===== src/rtl/core/wcd_pkg.sv =====
package wcd_pkg;

    // Payload counter and held length width
    localparam int COUNT_BITS = 24;

    localparam int MAX_PAYLOAD_BITS = 24;
    localparam logic [MAX_PAYLOAD_BITS-1:0] MAX_PAYLOAD_RST = MAX_PAYLOAD_BITS'(1024 * 1024);

    // Compare width for length against the limit
    localparam int CMP_BITS = (COUNT_BITS > MAX_PAYLOAD_BITS) ? COUNT_BITS : MAX_PAYLOAD_BITS;

    localparam logic [3:0] PREFIX_LEN      = 4'd12;
    localparam logic [3:0] ALT_VERSION_POS = 4'd7;

    localparam logic [7:0] CHR_CR   = 8'h0d;
    localparam logic [7:0] CHR_LF   = 8'h0a;
    localparam logic [7:0] CHR_ZERO = 8'h30;

    localparam logic [3:0] OPCODE_MASK = 4'hf;
    localparam logic [6:0] LEN_EXT16   = 7'd126;
    localparam logic [6:0] LEN_EXT64   = 7'd127;
    localparam logic [3:0] EXT16_BYTES = 4'd2;
    localparam logic [3:0] EXT64_BYTES = 4'd8;
    localparam logic [3:0] KEY_BYTES   = 4'd4;

    typedef enum logic [2:0] {
        PH_HS   = 3'd0,
        PH_H0   = 3'd1,
        PH_H1   = 3'd2,
        PH_EXT  = 3'd3,
        PH_KEY  = 3'd4,
        PH_DATA = 3'd5,
        PH_DEAD = 3'd6
    } phase_t;

    typedef enum logic [2:0] {
        EV_DATA    = 3'd0,
        EV_EMPTY   = 3'd1,
        EV_HS_OK   = 3'd2,
        EV_HS_REJ  = 3'd3,
        EV_TOO_BIG = 3'd4
    } event_t;

    typedef struct packed {
        logic       mode;
        logic [7:0] rx_byte;
    } in_beat_t;

    typedef struct packed {
        logic [2:0] event_res;
        logic [3:0] frame_opcode;
        logic [7:0] payload_byte;
        logic       last_of_frame;
    } out_beat_t;

    // "HTTP/1.1 101"
    function automatic logic [7:0] prefix_char(input logic [3:0] idx);
        logic [7:0] c;
        case (idx)
            4'd0:    c = 8'h48;
            4'd1:    c = 8'h54;
            4'd2:    c = 8'h54;
            4'd3:    c = 8'h50;
            4'd4:    c = 8'h2f;
            4'd5:    c = 8'h31;
            4'd6:    c = 8'h2e;
            4'd7:    c = 8'h31;
            4'd8:    c = 8'h20;
            4'd9:    c = 8'h31;
            4'd10:   c = 8'h30;
            4'd11:   c = 8'h31;
            default: c = 8'h00;
        endcase
        return c;
    endfunction

    // CR LF CR LF
    function automatic logic [7:0] term_char(input logic [1:0] idx);
        return idx[0] ? CHR_LF : CHR_CR;
    endfunction

endpackage


===== src/rtl/core/websocket_client_deframer.sv =====
// WebSocket client receive deframer. Takes one received byte per beat on s_*, first
// scanning the HTTP upgrade reply up to CRLFCRLF (accepted only if it opens with
// "HTTP/1.1 101" or "HTTP/1.0 101"), then parsing frame headers (opcode, mask bit,
// 7/16/64-bit length, optional mask key) and emitting each unmasked payload byte on
// m_* with the final byte of a frame flagged. A reply reject or a length above
// cfg max_payload (or the 2^COUNT_BITS-1 counter range) gives one error beat, after
// which bytes are dropped until a restart beat (mode = 1). Rate: one byte per clock
// while m_ready holds; each byte passes the input register, one pass of parse
// logic and the result register. s_ready follows m_ready combinationally when
// both registers are full; that single parse pass is what sets the cycle time.
module websocket_client_deframer (
    input  logic                 aclk,
    input  logic                 aresetn,

    input  logic                 s_valid,
    output logic                 s_ready,
    input  wcd_pkg::in_beat_t    s_data,

    output logic                 m_valid,
    input  logic                 m_ready,
    output wcd_pkg::out_beat_t   m_data,

    input  logic                 cfg_wr_en,
    input  logic [wcd_pkg::MAX_PAYLOAD_BITS-1:0] cfg_wr_data
);

    localparam int CB = wcd_pkg::COUNT_BITS;

    // ---------------------------------------------------------------------------
    // Handshake registers
    // ---------------------------------------------------------------------------
    logic                 in_valid_reg, in_valid_next;
    wcd_pkg::in_beat_t    in_data_reg;
    logic                 m_valid_reg, m_valid_next;
    wcd_pkg::out_beat_t   m_data_reg, m_data_next;

    logic                 out_free;
    logic                 advance;   // input register beat is consumed this cycle

    assign out_free = !m_valid_reg || m_ready;
    assign advance  = in_valid_reg && out_free;
    assign s_ready  = !in_valid_reg || out_free;
    assign m_valid  = m_valid_reg;
    assign m_data   = m_data_reg;

    // ---------------------------------------------------------------------------
    // Parse state
    // ---------------------------------------------------------------------------
    logic [wcd_pkg::MAX_PAYLOAD_BITS-1:0] max_payload_reg;

    wcd_pkg::phase_t phase_reg, phase_next;
    logic            prefix_ok_reg, prefix_ok_next;
    logic [3:0]      reply_cnt_reg, reply_cnt_next;
    logic [1:0]      term_prog_reg, term_prog_next;
    logic [3:0]      opcode_reg, opcode_next;
    logic            mask_on_reg, mask_on_next;
    logic [CB-1:0]   len_reg, len_next;
    // Sticky: some length bit above the counter range is set
    logic            len_over_reg, len_over_next;
    logic [3:0]      field_cnt_reg, field_cnt_next;
    logic [31:0]     mask_reg, mask_next;
    logic [CB-1:0]   pos_reg, pos_next;

    logic               res_valid;
    wcd_pkg::out_beat_t res;

    // Helper terms
    logic [7:0]    b;
    logic          prefix_hit;
    logic          len_end;     // length field complete this beat
    logic          pay_start;   // header and key complete this beat
    logic          too_big;
    logic [CB-1:0] pos_inc;
    logic          pay_last;
    logic [7:0]    key_byte;

    assign b        = in_data_reg.rx_byte;
    assign prefix_hit = (b == wcd_pkg::prefix_char(reply_cnt_reg)) ||
                        ((reply_cnt_reg == wcd_pkg::ALT_VERSION_POS) && (b == wcd_pkg::CHR_ZERO));
    assign pos_inc  = pos_reg + CB'(1);
    assign pay_last = (pos_inc >= len_reg);
    // Key byte for this payload position: byte 0 is the first key byte received
    assign key_byte = 8'(mask_reg >> {~pos_reg[1:0], 3'b000});
    assign too_big  = len_over_next ||
                      (wcd_pkg::CMP_BITS'(len_next) > wcd_pkg::CMP_BITS'(max_payload_reg));

    always_comb begin
        phase_next     = phase_reg;
        prefix_ok_next = prefix_ok_reg;
        reply_cnt_next = reply_cnt_reg;
        term_prog_next = term_prog_reg;
        opcode_next    = opcode_reg;
        mask_on_next   = mask_on_reg;
        len_next       = len_reg;
        len_over_next  = len_over_reg;
        field_cnt_next = field_cnt_reg;
        mask_next      = mask_reg;
        pos_next       = pos_reg;
        res_valid      = 1'b0;
        res            = '0;
        len_end        = 1'b0;
        pay_start      = 1'b0;

        if (advance) begin
            if (in_data_reg.mode) begin
                // Restart: back to reset parse state, limit register kept
                phase_next     = wcd_pkg::PH_HS;
                prefix_ok_next = 1'b1;
                reply_cnt_next = '0;
                term_prog_next = '0;
                opcode_next    = '0;
                mask_on_next   = 1'b0;
                len_next       = '0;
                len_over_next  = 1'b0;
                field_cnt_next = '0;
                mask_next      = '0;
                pos_next       = '0;
            end else begin
                case (phase_reg)
                    wcd_pkg::PH_HS: begin
                        if (reply_cnt_reg < wcd_pkg::PREFIX_LEN) begin
                            if (!prefix_hit) begin
                                prefix_ok_next = 1'b0;
                            end
                            reply_cnt_next = reply_cnt_reg + 4'd1;
                        end
                        if (b == wcd_pkg::term_char(term_prog_reg)) begin
                            if (term_prog_reg == 2'd3) begin
                                term_prog_next = '0;
                                res_valid      = 1'b1;
                                // Prefix check uses state before this byte; terminator
                                // can't be inside the prefix and still pass
                                if (prefix_ok_reg && (reply_cnt_reg >= wcd_pkg::PREFIX_LEN)) begin
                                    phase_next    = wcd_pkg::PH_H0;
                                    res.event_res = wcd_pkg::EV_HS_OK;
                                end else begin
                                    phase_next    = wcd_pkg::PH_DEAD;
                                    res.event_res = wcd_pkg::EV_HS_REJ;
                                end
                            end else begin
                                term_prog_next = term_prog_reg + 2'd1;
                            end
                        end else begin
                            term_prog_next = (b == wcd_pkg::CHR_CR) ? 2'd1 : 2'd0;
                        end
                    end
                    wcd_pkg::PH_H0: begin
                        opcode_next = b[3:0] & wcd_pkg::OPCODE_MASK;
                        phase_next  = wcd_pkg::PH_H1;
                    end
                    wcd_pkg::PH_H1: begin
                        mask_on_next  = b[7];
                        mask_next     = '0;
                        len_next      = '0;
                        len_over_next = 1'b0;
                        if (b[6:0] == wcd_pkg::LEN_EXT16) begin
                            field_cnt_next = wcd_pkg::EXT16_BYTES;
                            phase_next     = wcd_pkg::PH_EXT;
                        end else if (b[6:0] == wcd_pkg::LEN_EXT64) begin
                            field_cnt_next = wcd_pkg::EXT64_BYTES;
                            phase_next     = wcd_pkg::PH_EXT;
                        end else begin
                            len_next = CB'(b[6:0]);
                            len_end  = 1'b1;
                        end
                    end
                    wcd_pkg::PH_EXT: begin
                        len_over_next  = len_over_reg || (len_reg[CB-1 -: 8] != 8'd0);
                        len_next       = CB'({len_reg, b});
                        field_cnt_next = field_cnt_reg - 4'd1;
                        if (field_cnt_reg == 4'd1) begin
                            len_end = 1'b1;
                        end
                    end
                    wcd_pkg::PH_KEY: begin
                        mask_next      = {mask_reg[23:0], b};
                        field_cnt_next = field_cnt_reg - 4'd1;
                        if (field_cnt_reg == 4'd1) begin
                            pay_start = 1'b1;
                        end
                    end
                    wcd_pkg::PH_DATA: begin
                        res_valid         = 1'b1;
                        res.event_res     = wcd_pkg::EV_DATA;
                        res.frame_opcode  = opcode_reg;
                        res.payload_byte  = mask_on_reg ? (b ^ key_byte) : b;
                        res.last_of_frame = pay_last;
                        if (pay_last) begin
                            phase_next = wcd_pkg::PH_H0;
                            pos_next   = '0;
                        end else begin
                            pos_next = pos_inc;
                        end
                    end
                    default: begin
                        // Aborted: drop bytes until restart
                    end
                endcase

                if (len_end) begin
                    if (too_big) begin
                        phase_next       = wcd_pkg::PH_DEAD;
                        res_valid        = 1'b1;
                        res.event_res    = wcd_pkg::EV_TOO_BIG;
                        res.frame_opcode = opcode_reg;
                    end else if (mask_on_next) begin
                        phase_next     = wcd_pkg::PH_KEY;
                        field_cnt_next = wcd_pkg::KEY_BYTES;
                    end else begin
                        pay_start = 1'b1;
                    end
                end

                if (pay_start) begin
                    pos_next = '0;
                    if (len_next == '0) begin
                        phase_next        = wcd_pkg::PH_H0;
                        res_valid         = 1'b1;
                        res.event_res     = wcd_pkg::EV_EMPTY;
                        res.frame_opcode  = opcode_reg;
                        res.last_of_frame = 1'b1;
                    end else begin
                        phase_next = wcd_pkg::PH_DATA;
                    end
                end
            end
        end
    end

    // Handshake next values
    always_comb begin
        in_valid_next = (s_valid && s_ready) || (in_valid_reg && !advance);
        m_valid_next  = m_valid_reg;
        m_data_next   = m_data_reg;
        if (out_free) begin
            m_valid_next = advance && res_valid;
            m_data_next  = res;
        end
    end

    // ---------------------------------------------------------------------------
    // Registers
    // ---------------------------------------------------------------------------
    always_ff @(posedge aclk) begin
        if (!aresetn) begin
            in_valid_reg    <= 1'b0;
            m_valid_reg     <= 1'b0;
            max_payload_reg <= wcd_pkg::MAX_PAYLOAD_RST;
            phase_reg       <= wcd_pkg::PH_HS;
            prefix_ok_reg   <= 1'b1;
            reply_cnt_reg   <= '0;
            term_prog_reg   <= '0;
            opcode_reg      <= '0;
            mask_on_reg     <= 1'b0;
            len_reg         <= '0;
            len_over_reg    <= 1'b0;
            field_cnt_reg   <= '0;
            mask_reg        <= '0;
            pos_reg         <= '0;
        end else begin
            in_valid_reg  <= in_valid_next;
            m_valid_reg   <= m_valid_next;
            if (cfg_wr_en) begin
                max_payload_reg <= cfg_wr_data;
            end
            phase_reg     <= phase_next;
            prefix_ok_reg <= prefix_ok_next;
            reply_cnt_reg <= reply_cnt_next;
            term_prog_reg <= term_prog_next;
            opcode_reg    <= opcode_next;
            mask_on_reg   <= mask_on_next;
            len_reg       <= len_next;
            len_over_reg  <= len_over_next;
            field_cnt_reg <= field_cnt_next;
            mask_reg      <= mask_next;
            pos_reg       <= pos_next;
        end
    end

    // Payload registers
    always_ff @(posedge aclk) begin
        if (s_valid && s_ready) begin
            in_data_reg <= s_data;
        end
        m_data_reg <= m_data_next;
    end

    // ---------------------------------------------------------------------------
    // Assertions
    // ---------------------------------------------------------------------------
    // Once aborted, nothing comes out until a restart beat
    a_dead_silent: assert property (@(posedge aclk) disable iff (!aresetn)
        (advance && (phase_reg == wcd_pkg::PH_DEAD)) |-> !res_valid)
        else $error("result produced while aborted");

    // Handshake verdicts only from reply scanning
    a_hs_from_scan: assert property (@(posedge aclk) disable iff (!aresetn)
        (advance && res_valid && ((res.event_res == wcd_pkg::EV_HS_OK) ||
                                  (res.event_res == wcd_pkg::EV_HS_REJ)))
        |-> (phase_reg == wcd_pkg::PH_HS))
        else $error("handshake event outside reply scan");

    // In payload the position stays below an in-range, nonzero length
    a_data_pos: assert property (@(posedge aclk) disable iff (!aresetn)
        (phase_reg == wcd_pkg::PH_DATA) |-> ((pos_reg < len_reg) && !len_over_reg))
        else $error("payload position out of range");

    // Length and key fields always have bytes left to take
    a_field_cnt: assert property (@(posedge aclk) disable iff (!aresetn)
        ((phase_reg == wcd_pkg::PH_EXT) || (phase_reg == wcd_pkg::PH_KEY))
        |-> (field_cnt_reg != 4'd0))
        else $error("field byte count exhausted");

    // A consumed beat with a result lands in the output register
    a_res_lands: assert property (@(posedge aclk) disable iff (!aresetn)
        (advance && res_valid) |=> m_valid_reg)
        else $error("result lost");

endmodule

===== config.mk =====
export PLATFORM = sky130hd
export DESIGN_NAME = websocket_client_deframer
export DESIGN_NICKNAME = d
export VERILOG_FILES = /design/src/rtl/core/wcd_pkg.sv /design/src/rtl/core/websocket_client_deframer.sv
export SDC_FILE = /design/constraint.sdc
export NUM_CORES = 1
export LEC_CHECK = 0
export BUFFER_PORTS_ARGS = -buffer_cell sky130_fd_sc_hd__buf_2
export CAP_MARGIN = 30
export CORE_MARGIN = 3
export CORE_UTILIZATION = 41
export CTS_CLUSTER_SIZE = 40
export DETAILED_ROUTE_END_ITERATION = 8
export GPL_TIMING_DRIVEN = 0
export PLACE_DENSITY = 0.6
export SLEW_MARGIN = 20
export SYNTH_ARGS = -nofsm -noshare
export SYNTH_HDL_FRONTEND = slang
export SYNTH_SLANG_ARGS = --single-unit

===== constraint.sdc =====
create_clock -name aclk -period 10.1 [get_ports aclk]
set_input_delay 0 -clock aclk [delete_from_list [all_inputs] [get_ports aclk]]
set_output_delay 0 -clock aclk [all_outputs]
set_load 0.01 [all_outputs]

After elaboration in Yosys (flattened, before gate mapping):

Memories as Yosys holds them, arrays and structs flattened. A register that Yosys moved wholly into a read port is not among the register bits.
Cells that the tools add are included.

* add/sub/neg operators: 4
* magnitude comparators: 4
* equal/unequal tests: 15
* shifts and indexed selects: 1
* muxes and demuxes: 90
* bitwise logic cells: 4
* reduce and logical (&&, ||, !) cells: 32

Operator list (count)
* 2-to-1 mux 24 bit: 8
* one-hot mux 32 bit (2 select lines): 1
* 2-to-1 mux 4 bit: 13
* one-hot mux 24 bit (2 select lines): 1
* 2-to-1 mux 3 bit: 14
* 2-to-1 mux 7 bit: 6
* 2-to-1 mux 1 bit: 33
* 2-to-1 mux 32 bit: 1
* right shift 32 x 5 -> 8 bit: 1
* adder 24 x 1 -> 24 bit (second input constant): 1
* >= comparator 24 bit: 1
* > comparator 24 bit: 1
* logical NOT 24 bit: 1
* == test 7 bit (second input constant): 2
* 2-to-1 mux 13 bit: 1
* 2-to-1 mux 2 bit: 6
* one-hot mux 3 bit (4 select lines): 1
* == test 8 x 4 -> 1 bit: 1
* == test 8 x 4 -> 1 bit (second input constant): 1
* == test 8 x 6 -> 1 bit (second input constant): 1
* == test 8 bit: 1
* 2-to-1 mux 8 bit: 1
* one-hot mux 4 bit (2 select lines): 1
* AND reduction 2 bit: 4
* 27 further kinds: 48

* register bits: 151
* bits in read-only memories: 112
* input port bits: 38
* output and inout port bits: 18
* word-level logic and storage cells: 171
* memories: 1

Memories
* (no name shown): depth 16, bits a word 7, rd ports 1, clocked after Yosys merged registers in 1, write ports 0, RTL line wcd_pkg.sv:59 `case (idx)`

Logic depth before layout (Yosys ltp):

Gate-level depths: netlist of the first run.

* word-level depth: 18
* mapped depth: 18
* gate-level depth less buffers: 16

Least setup slack after synthesis of the first run:

No wires, ideal clock.

* kind: register to register
* start: register m_valid_reg (netlist: m_valid)
* end: register pos_reg[14]
* library setup time: 120 ps
* arrival time: 4015 ps
* data required time: 9980 ps
* path slack: 5966 ps
* stages on the path, launching flop included: 18
* path buffers: 2
* period minus slack after synthesis: 4134 ps
* cell sequence: dfxtp_1 -> nor2b_1 -> inv_2 -> nand2_1 -> nor3_1 -> clkbuf_1 -> a22oi_1 -> o22ai_1 -> ha_1 -> nand4_1 -> nor2_1 -> a221oi_1 -> o21ai_2 -> o21ai_2 -> a2111oi_0 -> or2_1 -> buf_4 -> a211o_1

* longest elaborated chain between the ends: 12
* elaborated cells on any way between the ends: 15
* classes of those cells: order compare: 1; mux: 8; reduce/logical: 6

RTL lines
* from (decl): RTL line websocket_client_deframer.sv:34 `logic m_valid_reg, m_valid_next;`
* from (signal assigned): RTL line websocket_client_deframer.sv:262 `m_valid_reg <= m_valid_next;`
* logical NOT 1 bit *: RTL line websocket_client_deframer.sv:40 `assign out_free = !m_valid_reg || m_ready;`
* logical OR 1 bit *: RTL line websocket_client_deframer.sv:40
* net out_free: RTL line websocket_client_deframer.sv:37 `logic out_free;`
* logical AND 1 bit *: RTL line websocket_client_deframer.sv:41 `assign advance = in_valid_reg && out_free;`
* 2-to-1 mux 24 bit *: RTL line websocket_client_deframer.sv:104 `if (advance) begin`
* net len_next[21]: RTL line websocket_client_deframer.sv:57 `logic [CB-1:0] len_reg, len_next;`
* > comparator 24 bit *: RTL line websocket_client_deframer.sv:85 `(wcd_pkg::CMP_BITS'(len_next) > wcd_pkg::CMP_BITS'(max_payload_reg));`
* logical OR 1 bit *: RTL line websocket_client_deframer.sv:84 `assign too_big = len_over_next ||`
* 2-to-1 mux 1 bit *: RTL line websocket_client_deframer.sv:201 `if (too_big) begin`
* 2-to-1 mux 1 bit *: RTL line websocket_client_deframer.sv:200 `if (len_end) begin`
* 2-to-1 mux 1 bit *: RTL line websocket_client_deframer.sv:105 `if (in_data_reg.mode) begin`
* 2-to-1 mux 1 bit *: RTL line websocket_client_deframer.sv:104
* nonzero test 3 bit (no source line) / 2-to-1 mux 24 bit (equally long branches)
* AND reduction 2 bit (no source line) / 2-to-1 mux 24 bit (equally long branches)
* to (signal assigned): RTL line websocket_client_deframer.sv:276 `pos_reg <= pos_next;`
* to (decl): RTL line websocket_client_deframer.sv:62 `logic [CB-1:0] pos_reg, pos_next;`

The timed path passes the listed nets; every way through them passes the cells marked *. The select of a mux whose other input is x is not followed.
A chain may end at the register's enable or synchronous reset.

Worst setup path after layout of the first run:

* start: register m_valid_reg (netlist: m_valid)
* end: register pos_reg[1]

Same word-level chain as after synthesis.

==> impl_metrics.env, run 1 <==
export IMPL_power_density_nw_per_um2=136
export IMPL_clockPowerShare_pct=45.4
export IMPL_clkSlewWorstSetupHoldPaths_ns=0.06
export IMPL_cp_required_ns=10.47
export IMPL_path_cells="nor2b_1, inv_2, nand2_1, nor3_1, buf_2, clkbuf_1, a22oi_1, o22ai_1, ha_1, nand4_1, nor3_1, o311a_1, o31a_2, o21ai_2, a2111oi_0, or2_1, buf_4, a22o_1"
export IMPL_n_antenna_cell=0
export IMPL_dr_first_iter_drc_count=517
export IMPL_p_leak_nw=4.09
export IMPL_slowest_delay_ns=0.67
export IMPL_drc_errors=0
export IMPL_final_util_pct=49.6
export IMPL_cts_resized=0
export IMPL_place_inst=1262
export IMPL_ys_ff_latch=158
export IMPL_swShare_pct=26.2
export IMPL_critPathMostFrequentCell="nor3_1"
export IMPL_area_growth_syn_to_layout_pct=17.9
export IMPL_max_freq_mhz=185
export IMPL_fp_dieH_um=151
export IMPL_syn_nets=1032
export IMPL_synthArstFlopShare_pct=0
export IMPL_final_antenna_net_count=0
export IMPL_ctsHtreeMaxLevel=4
export IMPL_final_area_um2=10100
export IMPL_ys_flop_type="dfxtp_1"
export IMPL_yosys_area_top_type="dfxtp_1"
export IMPL_hold_violations=0
export IMPL_synth_area_top_cells="dfxtp_1, edfxtp_1, ha_1"
export IMPL_vias=7180
export IMPL_setup_viol=0
export IMPL_firstDrtPassIters=5
export IMPL_internal_power_mw=1.01
export IMPL_final_setup_tns_ns=0
export IMPL_ir_drop_v=0.000122
export IMPL_grt_pass1_wl_um=36100
export IMPL_crit_path_max_fanout=20
export IMPL_ys_warn_count=0
export IMPL_core_um2=20400
export IMPL_maxCapViolations=0
export IMPL_overflow=0
export IMPL_postRouteWirelength_um=22600
export IMPL_crit_arrival_ns=5.76
export IMPL_yosys_area_top_type_share_pct=31.1
export IMPL_grt_total_usage_pct=20.5
export IMPL_placed_cell_area_um2=9170
export IMPL_dp_hpwl_um=16400
export IMPL_nNetsFinal=1141
export IMPL_p_seq_share_pct=47.6
export IMPL_synth_edf_count=25
export IMPL_postLayoutSetupSlackWorst_ns=4.71
export IMPL_post_cts_buffers=0
export IMPL_combPwrFrac_pct=7.0
export IMPL_wl_per_cell_um=17.0
export IMPL_largest_reg_flops=32
export IMPL_hold_path_class="in2reg"
export IMPL_root_buffer="clkbuf_16"
export IMPL_worst_slew_pin_slew_ns=0.736
export IMPL_clock_sinks=158
export IMPL_worst_hold_slack_ns=0.0172
export IMPL_cts_hold_buf=35
export IMPL_outcome="finished clean"
export IMPL_place_congestion=0.959
export IMPL_crit_buf_inv=4
export IMPL_cts_made_buffers=17
export IMPL_fin_crit_ns=5.39
export IMPL_antenna_found_initial=0
export IMPL_instances_no_fill=1329
export IMPL_slew_violations=0
export IMPL_crit_family="simple AND/OR/NAND/NOR gates"
export IMPL_grt_pass1_vias=6757
export IMPL_syn_area_per_cell_um2=9.14
export IMPL_finClkSkew_ns=0.0131
export IMPL_seq_area_frac_synth_pct=39.9
export IMPL_synth_cell_types=69
export IMPL_clock_path_buffers=2
export IMPL_switching_power_uw=360
export IMPL_clk_latency_ns=0.43
export IMPL_ioPinCount=56
export IMPL_drive_gt1_share_pct=12.5
export IMPL_cts_tree="done"
export IMPL_maxSlewHeadroom_pct=50.9
export IMPL_end_kind="flop"
export IMPL_io_buffers=54
export IMPL_syn_instance_count=937
export IMPL_initial_utilization_pct=42.0
export IMPL_start_kind="flop"
export IMPL_dp_slack_ns=4.74
export IMPL_grt_max_degree=21
export IMPL_core_rowCount=52
export IMPL_synth_area_um2=8560
export IMPL_cp_slowest_cell="a2111oi_0"
export IMPL_period_share_pct=53.4
export IMPL_worstSetupPathType="reg2reg"
export IMPL_die_area_um2=22700
export IMPL_die_w_um=151
export IMPL_p_total_mw=1.37
export IMPL_rsz0062_at_grt="no"
export IMPL_vias_per_cell=5.40
==> routing by layer <==
layer	track usage, %	routed length, um	vias up
li1	-	-	3604
met1	29.2	10800	3337
met2	32.3	10300	209
met3	2.74	1130	30
met4	6.36	354	0
met5	0	0	-
==> final timing paths <==
kind | from | endpoint | slack [ns] | cells past startpoint
max | m_valid$_SDFFE_PN0P_ | pos_reg[1]$_SDFFE_PN0P_ | 4.71 | 18
min | m_ready | m_valid$_SDFFE_PN0P_ | 0.02 | 3
max reg2reg | m_valid$_SDFFE_PN0P_ | pos_reg[1]$_SDFFE_PN0P_ | 4.71 | 18
min reg2reg | prefix_ok_reg$_SDFFE_PN1P_ | prefix_ok_reg$_SDFFE_PN1P_ | 0.47 | 2
==> logic make-up after synthesis <==
family | count (synthesis) | share of synthesized area (%)
buffers and inverters | 116 | 6.21
AO/OA/AOI/OAI | 226 | 18.7
flip-flops | 158 | 39.9
adder cells (fa/ha/maj) | 57 | 8.33
XOR/XNOR | 39 | 3.99
multiplexers | 33 | 5.04
AND/OR/NAND/NOR | 308 | 17.9
==> power by group through the flow <==
| stage | Clock, mW | Sequential (mW) | Combinational (mW) |
|---|---|---|---|
| 2_1_floorplan | 0 | 0.666 | 0.0561 |
| 3_3_place_gp | 0 | 0.668 | 0.0847 |
| 3_5_place_dp | 0 | 0.668 | 0.0852 |
| 4_1_cts | 0.634 | 0.654 | 0.0960 |
| 5_1_grt | 0.662 | 0.655 | 0.106 |
| 6_report | 0.624 | 0.654 | 0.0962 |
==> area by class of cell <==
class	count	area, um2
sequential	158	3410
inverter	62	233
fill	1966	10300
multi-input combinational	663	4620
clock inverter	15	148
clock buffer	17	425
tap	270	338
timing repair buffer	90	626
buffer	54	299
==> cell usage in the layout (no fill, tap or decap), types with 7 or more instances in the layout <==
| cell | synthesis | routed |
|---|---|---|
| dfxtp_1 | 133 | 133 |
| nor2_1 | 108 | 108 |
| a22oi_1 | 62 | 62 |
| inv_1 | 59 | 59 |
| nand2_1 | 57 | 57 |
| ha_1 | 57 | 57 |
| buf_2 | 1 | 56 |
| clkbuf_1 | 37 | 37 |
| a21oi_1 | 37 | 37 |
| dlygate4sd3_1 | 0 | 35 |
| and2_1 | 32 | 32 |
| o22ai_1 | 27 | 27 |
| xor2_1 | 25 | 25 |
| edfxtp_1 | 25 | 25 |
| mux2i_1 | 24 | 24 |
| o21ai_0 | 22 | 22 |
| nand3_1 | 21 | 21 |
| clkbuf_16 | 0 | 17 |
| and3_1 | 15 | 15 |
| xnor2_1 | 14 | 14 |
| a22o_1 | 14 | 14 |
| nand4_1 | 13 | 13 |
| nor3_1 | 12 | 12 |
| nor4_1 | 8 | 8 |
| mux4_2 | 8 | 8 |
| nor2b_1 | 7 | 7 |
| a211o_1 | 7 | 7 |
==> worst register-to-register path, delay by kind of cell, from the launching register on <==
kind,cells,cell delay [ns]
flops,1,0.30
compound gates,7,1.77
simple gates,6,1.79
buf+inv,4,1.27
fa+ha+maj,1,0.21
==> synth_stat cells (3+ instances only) <==
| cell | n |
|---|---|
| dfxtp_1 | 133 |
| a21o_1 | 5 |
| nor4_1 | 8 |
| buf_6 | 4 |
| xnor2_1 | 14 |
| o22ai_1 | 27 |
| and4_1 | 3 |
| nor2b_1 | 7 |
| a211oi_1 | 6 |
| a211o_1 | 7 |
| inv_1 | 59 |
| a21oi_1 | 37 |
| or2_2 | 3 |
| ha_1 | 57 |
| and3_1 | 15 |
| edfxtp_1 | 25 |
| nand2_1 | 57 |
| nand2b_1 | 3 |
| nor3b_1 | 6 |
| o211ai_1 | 6 |
| nand3_1 | 21 |
| o21ai_0 | 22 |
| nand4_1 | 13 |
| o31ai_1 | 3 |
| xor2_1 | 25 |
| o21a_1 | 5 |
| mux4_2 | 8 |
| a2111oi_0 | 3 |
| mux2i_1 | 24 |
| nor2_1 | 108 |
| a22oi_1 | 62 |
| a31oi_1 | 5 |
| buf_4 | 4 |
| a22o_1 | 14 |
| o21ai_2 | 4 |
| a32oi_1 | 4 |
| nand3b_1 | 3 |
| nor3_1 | 12 |
| buf_1 | 3 |
| and2_1 | 32 |
| and3b_1 | 6 |
| clkbuf_1 | 37 |
| clkbuf_8 | 5 |
Note: power is estimated with default switching activity, not from simulation.
==> run 2, diff against run 1 <==
Settings changed: ABC_AREA from default to 1.
Clock period 10.1 ns to 5.5 ns, I/O delays scaled along.
==> run 2 against run 1 <==
  * Sequential share of layout area shrank 2.1 points
  * Largest cell class unchanged
  * Via count grew 25%
  * Sequential power grew 88%
  * Cell count grew 31%
  * Routed wire length grew 16%
  * Clock skew shrank 0.0036 ns
  * Critical endpoint is now m_data[12]$_SDFFCE_PP0P_
  * Clock power grew 79%
  * Final area grew 6.6%
  * Clock-buffer cell count grew 2
  * Core utilization shrank 0.56 points
  * Worst setup slack lost 3.4 ns
  * Sequential cell count is the same
==> impl_metrics.env, run 2 <==
export IMPL_outcome="finished clean"
export IMPL_synth_area_top_cells="dfxtp_1, nand2_1, edfxtp_1"
export IMPL_grt_busiest_layer="met2"
export IMPL_endpoint="m_data[12]$_SDFFCE_PP0P_"
export IMPL_core_rowCount=54
export IMPL_worst_hold_slack_ns=0.0559
export IMPL_post_cts_buffers=0
export IMPL_hold_path_class="in2reg"
export IMPL_final_cell_mix="nand2_1, nor2_1, inv_1, dfxtp_1, a21oi_1"
export IMPL_final_area_um2=10800
export IMPL_instances_no_fill=1740
export IMPL_p_total_mw=2.64
export IMPL_clkSlewWorstSetupHoldPaths_ns=0.07
export IMPL_fp_dieH_um=156
export IMPL_ys_flop_type="dfxtp_1"
export IMPL_final_antenna_net_count=0
export IMPL_final_util_pct=49.0
export IMPL_area_growth_syn_to_layout_pct=16.9
export IMPL_firstDrtPassIters=5
export IMPL_crit_start="m_valid$_SDFFE_PN0P_"
export IMPL_ctsHtreeMaxLevel=4
export IMPL_clock_path_buffers=2
export IMPL_syn_instance_count=1334
export IMPL_die_area_um2=24300
export IMPL_postRouteWirelength_um=26200
export IMPL_dp_slack_ns=1.42
export IMPL_placed_cell_area_um2=9830
export IMPL_rsz0062_at_grt="no"
export IMPL_r2r_start="m_valid$_SDFFE_PN0P_"
export IMPL_wl_per_cell_um=15.1
export IMPL_worstHoldPathCells=4
export IMPL_nNetsFinal=1542
export IMPL_grt_max_degree=18
export IMPL_use_met2_pct=38.0
export IMPL_n_antenna_cell=0
export IMPL_synthArstFlopShare_pct=0
export IMPL_synth_area_um2=9210
export IMPL_fin_crit_ns=4.21
export IMPL_ys_warn_count=0
export IMPL_max_freq_mhz=238
export IMPL_r2r_end="m_data[12]$_SDFFCE_PP0P_"
export IMPL_power_density_nw_per_um2=246
export IMPL_finClkSkew_ns=0.00947
export IMPL_vias=8975
export IMPL_reg2reg_slack_ns=1.29
export IMPL_cp_required_ns=5.66
export IMPL_synth_cell_types=50
export IMPL_final_common_cell="nand2_1"
export IMPL_largest_reg_flops=32
export IMPL_dr_first_iter_drc_count=688
export IMPL_maxSlewHeadroom_pct=46.6
export IMPL_place_congestion=0.905
export IMPL_postLayoutSetupSlackWorst_ns=1.29
export IMPL_ir_drop_v=0.000163
export IMPL_ys_ff_latch=158
export IMPL_worstSetupPathType="reg2reg"
export IMPL_use_met3_pct=3.19
export IMPL_io_buffers=55
export IMPL_grt_use_met1_pct=29.3
export IMPL_crit_arrival_ns=4.37
export IMPL_seq_area_frac_synth_pct=37.1
export IMPL_start_kind="flop"
export IMPL_root_buffer="clkbuf_16"
export IMPL_core_um2=22000
export IMPL_cts_made_buffers=17
export IMPL_drc_errors=0
export IMPL_overflow=0
export IMPL_hold_violations=0
export IMPL_rr_worst_depth=20
export IMPL_setup_viol=0
export IMPL_p_leak_nw=4.78
export IMPL_initial_utilization_pct=41.9
export IMPL_grt_total_usage_pct=22.1
export IMPL_end_kind="flop"
export IMPL_dp_hpwl_um=19800
export IMPL_syn_nets=1429
export IMPL_grt_pass1_wl_um=43200
export IMPL_period_share_pct=76.5
export IMPL_yosys_area_top_type="dfxtp_1"
export IMPL_slew_violations=0
export IMPL_ioPinCount=56
export IMPL_syn_area_per_cell_um2=6.90
export IMPL_clk_latency_ns=0.43
export IMPL_vias_per_cell=5.16
export IMPL_worst_slew_pin_slew_ns=0.798
export IMPL_die_w_um=156
export IMPL_yosysMostFrequentCell="nand2_1"
export IMPL_antenna_found_initial=0
export IMPL_drive_gt1_share_pct=9.18
export IMPL_final_setup_tns_ns=0
export IMPL_synthTopCellsByCount="nand2_1, nor2_1, inv_1, dfxtp_1, a21oi_1"
export IMPL_clock_sinks=158
export IMPL_yosys_area_top_type_share_pct=28.9
export IMPL_crit_path_max_fanout=10
export IMPL_cts_tree="done"
export IMPL_grt_pass1_vias=8598
export IMPL_synth_edf_count=25
export IMPL_maxCapViolations=0
export IMPL_place_inst=1669
run 2: changes by cell type after synthesis, sizes merged, moves of 10 or more:
| cell | previous run | this run |
|---|---|---|
| nand2 | 57 | 354 |
| inv | 61 | 154 |
| a21oi | 39 | 130 |
| a22oi | 62 | 1 |
| nor2 | 109 | 157 |
| nand3 | 21 | 64 |
| o21ai | 27 | 69 |
| and2 | 34 | 1 |
| mux2i | 24 | 0 |
| nand4 | 13 | 37 |
| a22o | 14 | 0 |
| and3 | 15 | 1 |
| xnor2 | 14 | 4 |
run 2: kinds of logic after synthesis:
kind of cell    Yosys count  share of synthesized area (%)
buf+inv                 210                           9.12
simple gates            648                           30.1
xor+xnor                 22                           2.09
flops                   158                           37.1
fa+ha+maj                57                           7.75
compound gates          239                           13.8
run 2: layer usage:
layer / wire, um / part of all wire, %
met5: 0 / 0
met4: 363 / 1.4
met3: 1070 / 4.1
met2: 12600 / 48
met1: 12100 / 46
run 2: where the power goes:
part           switching (mW)  total (mW)  internal [mW]
registers              0.0256        1.23           1.20
logic                   0.185       0.292          0.106
clock network           0.525        1.12          0.598
total                   0.736        2.64           1.91
run 2: layout make-up:
cell class | instances | area, um2
clock buffers | 19 | 443
clock inverters | 13 | 101
well taps | 280 | 350
repair buffers | 94 | 666
fillers | 2218 | 11200
plain buffers | 55 | 255
flip-flops and latches | 158 | 3410
inverters | 155 | 584
multi-input cells | 966 | 4950
run 2: worst min path at each step:
| stage | startpoint | end | slack [ns] |
|---|---|---|---|
| 2_1_floorplan | s_data[0] | b[0]$_DFFE_PP_ | 0.1 |
| 3_3_place_gp | s_data[3] | b[3]$_DFFE_PP_ | 0.18 |
| 3_5_place_dp | s_data[3] | b[3]$_DFFE_PP_ | 0.18 |
| 4_1_cts | cfg_wr_en | max_payload_reg[17]$_SDFFE_PN0P_ | 0.05 |
| 5_1_grt | cfg_wr_en | max_payload_reg[17]$_SDFFE_PN0P_ | 0.09 |
| 6_report | cfg_wr_en | max_payload_reg[17]$_SDFFE_PN0P_ | 0.06 |
run 2: critical path, stage by stage, from the launching register on:
cell	delay, ns
dfxtp_1	0.34
a21boi_1	0.46
nand2_1	0.39
inv_2	0.30
buf_1	0.41
nand2_1	0.13
nand2_1	0.14
ha_1	0.16
nand2_1	0.07
nor2_1	0.22
nand4_1	0.14
nor2_1	0.11
nand2_1	0.06
nand3_1	0.07
nand2_1	0.18
nand3_4	0.17
nand2_1	0.08
nand2_1	0.21
nand2_1	0.16
nand2_1	0.09
nor2_1	0.05
run 2: timing repair:
action | CTS | global route
gates resized for setup | 0 | 0
hold buffers | 39 | 0
hold endpoints to repair | 35 | 0
==> run 3, diff against run 2 <==
Settings changed: ABC_AREA 1 to 0, PLACE_DENSITY 0.6 to 0.62.
Clock period 5.5 ns to 3.49 ns, I/O delays scaled along.
==> run 3 against run 2 <==
  * The flow now finishes with violations (setup timing)
  * Total power increased by 59%
  * Global-route usage about the same
  * Core utilization increased by 6.4 points
  * Critical path depth decreased by 4
  * Register-to-register slack got worse by 1.5 ns
  * Fmax increased by 14%
==> impl_metrics.env, run 3 (same netlist as run 1, synthesis figures left out) <==
export IMPL_clock_path_buffers=2
export IMPL_antenna_found_initial=0
export IMPL_rr_worst_depth=16
export IMPL_slew_violations=0
export IMPL_final_util_pct=55.4
export IMPL_setup_viol=28
export IMPL_rsz0062_at_grt="yes"
export IMPL_fin_crit_ns=3.68
export IMPL_violations="setup timing"
export IMPL_area_growth_syn_to_layout_pct=31.7
export IMPL_dp_slack_ns=-0.993
export IMPL_register_area_um2=3430
export IMPL_wl_per_cell_um=18.0
export IMPL_fp_dieH_um=151
export IMPL_place_congestion=0.905
export IMPL_power_density_nw_per_um2=373
export IMPL_final_area_um2=11300
export IMPL_dp_hpwl_um=16300
export IMPL_dr_first_iter_drc_count=608
export IMPL_firstDrtPassIters=6
export IMPL_p_total_mw=4.21
export IMPL_clk_latency_ns=0.43
export IMPL_outcome="complete, but fails checks"
export IMPL_io_buffers=54
export IMPL_maxCapViolations=0
export IMPL_nNetsFinal=1187
export IMPL_final_cell_mix="dfxtp_1, nor2_1, inv_1, buf_2, a22oi_1"
export IMPL_worstHoldPathCells=3
export IMPL_n_antenna_cell=0
export IMPL_die_area_um2=22700
export IMPL_largest_reg_flops=32
export IMPL_initial_utilization_pct=42.0
export IMPL_grt_max_degree=18
export IMPL_period_share_pct=105
export IMPL_crit_arrival_ns=4.00
export IMPL_p_leak_nw=4.56
export IMPL_core_rowCount=52
export IMPL_cts_made_buffers=17
export IMPL_cts_tree="done"
export IMPL_cp_required_ns=3.81
export IMPL_drive_gt1_share_pct=25.6
export IMPL_clock_sinks=158
export IMPL_multi_input_area_um2=5230
export IMPL_hold_path_class="in2reg"
export IMPL_grt_pass1_vias=7316
export IMPL_ioPinCount=56
export IMPL_grt_total_usage_pct=22.1
export IMPL_vias_per_cell=5.57
export IMPL_finClkSkew_ns=0.00884
export IMPL_hold_violations=0
export IMPL_clkSlewWorstSetupHoldPaths_ns=0.07
export IMPL_max_freq_mhz=272
export IMPL_core_um2=20400
export IMPL_final_setup_tns_ns=-3.57
export IMPL_postLayoutSetupSlackWorst_ns=-0.189
export IMPL_postRouteWirelength_um=24700
export IMPL_grt_pass1_wl_um=38900
export IMPL_start_kind="flop"
export IMPL_placed_cell_area_um2=9290
export IMPL_worst_slew_pin_slew_ns=0.710
export IMPL_drc_errors=0
export IMPL_die_w_um=151
export IMPL_final_antenna_net_count=0
export IMPL_nFillCells=1767
export IMPL_ir_drop_v=0.000336
export IMPL_vias=7661
export IMPL_maxSlewHeadroom_pct=52.7
export IMPL_final_common_cell="dfxtp_1"
export IMPL_end_kind="flop"
export IMPL_root_buffer="clkbuf_16"
export IMPL_worstSetupPathType="reg2reg"
export IMPL_overflow=0
export IMPL_ctsHtreeMaxLevel=4
export IMPL_crit_path_max_fanout=6
[run 3: cell types whose count changed in the layout (fill, tap and decap cells not counted), sizes merged, moves of 14 or more]
| cell | change |
|---|---|
| nand3 | -43 |
| a22o | +14 |
| inv | -92 |
| mux2i | +24 |
| a22oi | +61 |
| nand4 | -24 |
| nand2 | -297 |
| and2 | +33 |
| a21oi | -91 |
| buf | +36 |
| o21ai | -42 |
| and3 | +14 |
| nor2 | -48 |
[run 3: per-layer routing]
metal	up-vias	part of all wire, %	global-route usage, %
met2	304	47	34.5
li1	3716	-	-
met4	0	2.8	7.50
met5	-	0	0
met1	3577	44	30.3
met3	64	6.8	4.73
[run 3: per-stage QoR]
stage,instances,hold WS (ns)
after floorplan,937,0.0989
after global placement,1261,0.179
after detailed placement,1261,0.179
after CTS,1364,0.0363
after global routing,1375,0.0618
final,1375,0.0493
[run 3: final cells by class]
| class | instances | area share (%) |
|---|---|---|
| flip-flops and latches | 158 | 30.4 |
| well taps | 270 | 3.00 |
| plain buffers | 53 | 3.53 |
| clock inverters | 14 | 1.55 |
| clock buffers | 18 | 3.99 |
| repair inverters | 1 | 0.0555 |
| multi-input cells | 664 | 46.4 |
| inverters | 62 | 2.17 |
| repair buffers | 135 | 8.90 |
[run 3: report_power, final]
part / total (mW) / internal (mW) / switching [mW]
Combinational: 0.336 / 0.142 / 0.194
Sequential: 1.89 / 1.87 / 0.0183
Clock: 1.98 / 1.13 / 0.854
Total: 4.21 / 3.14 / 1.07
[run 3: what timing repair did]
action                                 CTS  global route
hold buffers                            34             0
gates cloned                             4             1
pin swaps                               33            54
setup buffers                           35            11
gates resized for setup                 97            50
setup endpoints to repair               40            40
endpoints found under the hold margin   34             0
[run 3: worst paths after layout]
check	from	end	slack [ns]
hold reg to reg	prefix_ok_reg$_SDFFE_PN1P_	prefix_ok_reg$_SDFFE_PN1P_	0.47
setup reg to reg	b[4]$_DFFE_PP_	pos_reg[7]$_SDFFE_PN0P_	-0.19
setup / recovery	b[4]$_DFFE_PP_	pos_reg[7]$_SDFFE_PN0P_	-0.19
hold / removal	cfg_wr_en	max_payload_reg[21]$_SDFFE_PN0P_	0.05
[run 3: worst max-delay path: stages, from the launching register on]
cell       delay (ns)
edfxtp_1         0.47
nand2_4          0.06
or3_4            0.40
nor2_4           0.17
nor3_4           0.08
a22oi_2          0.16
o22ai_2          0.10
ha_2             0.23
a211oi_2         0.22
nor2_2           0.08
o311a_1          0.34
o31a_4           0.13
o21ai_4          0.23
a2111oi_4        0.12
or2_4            0.35
clkbuf_16        0.17
a211o_1          0.25
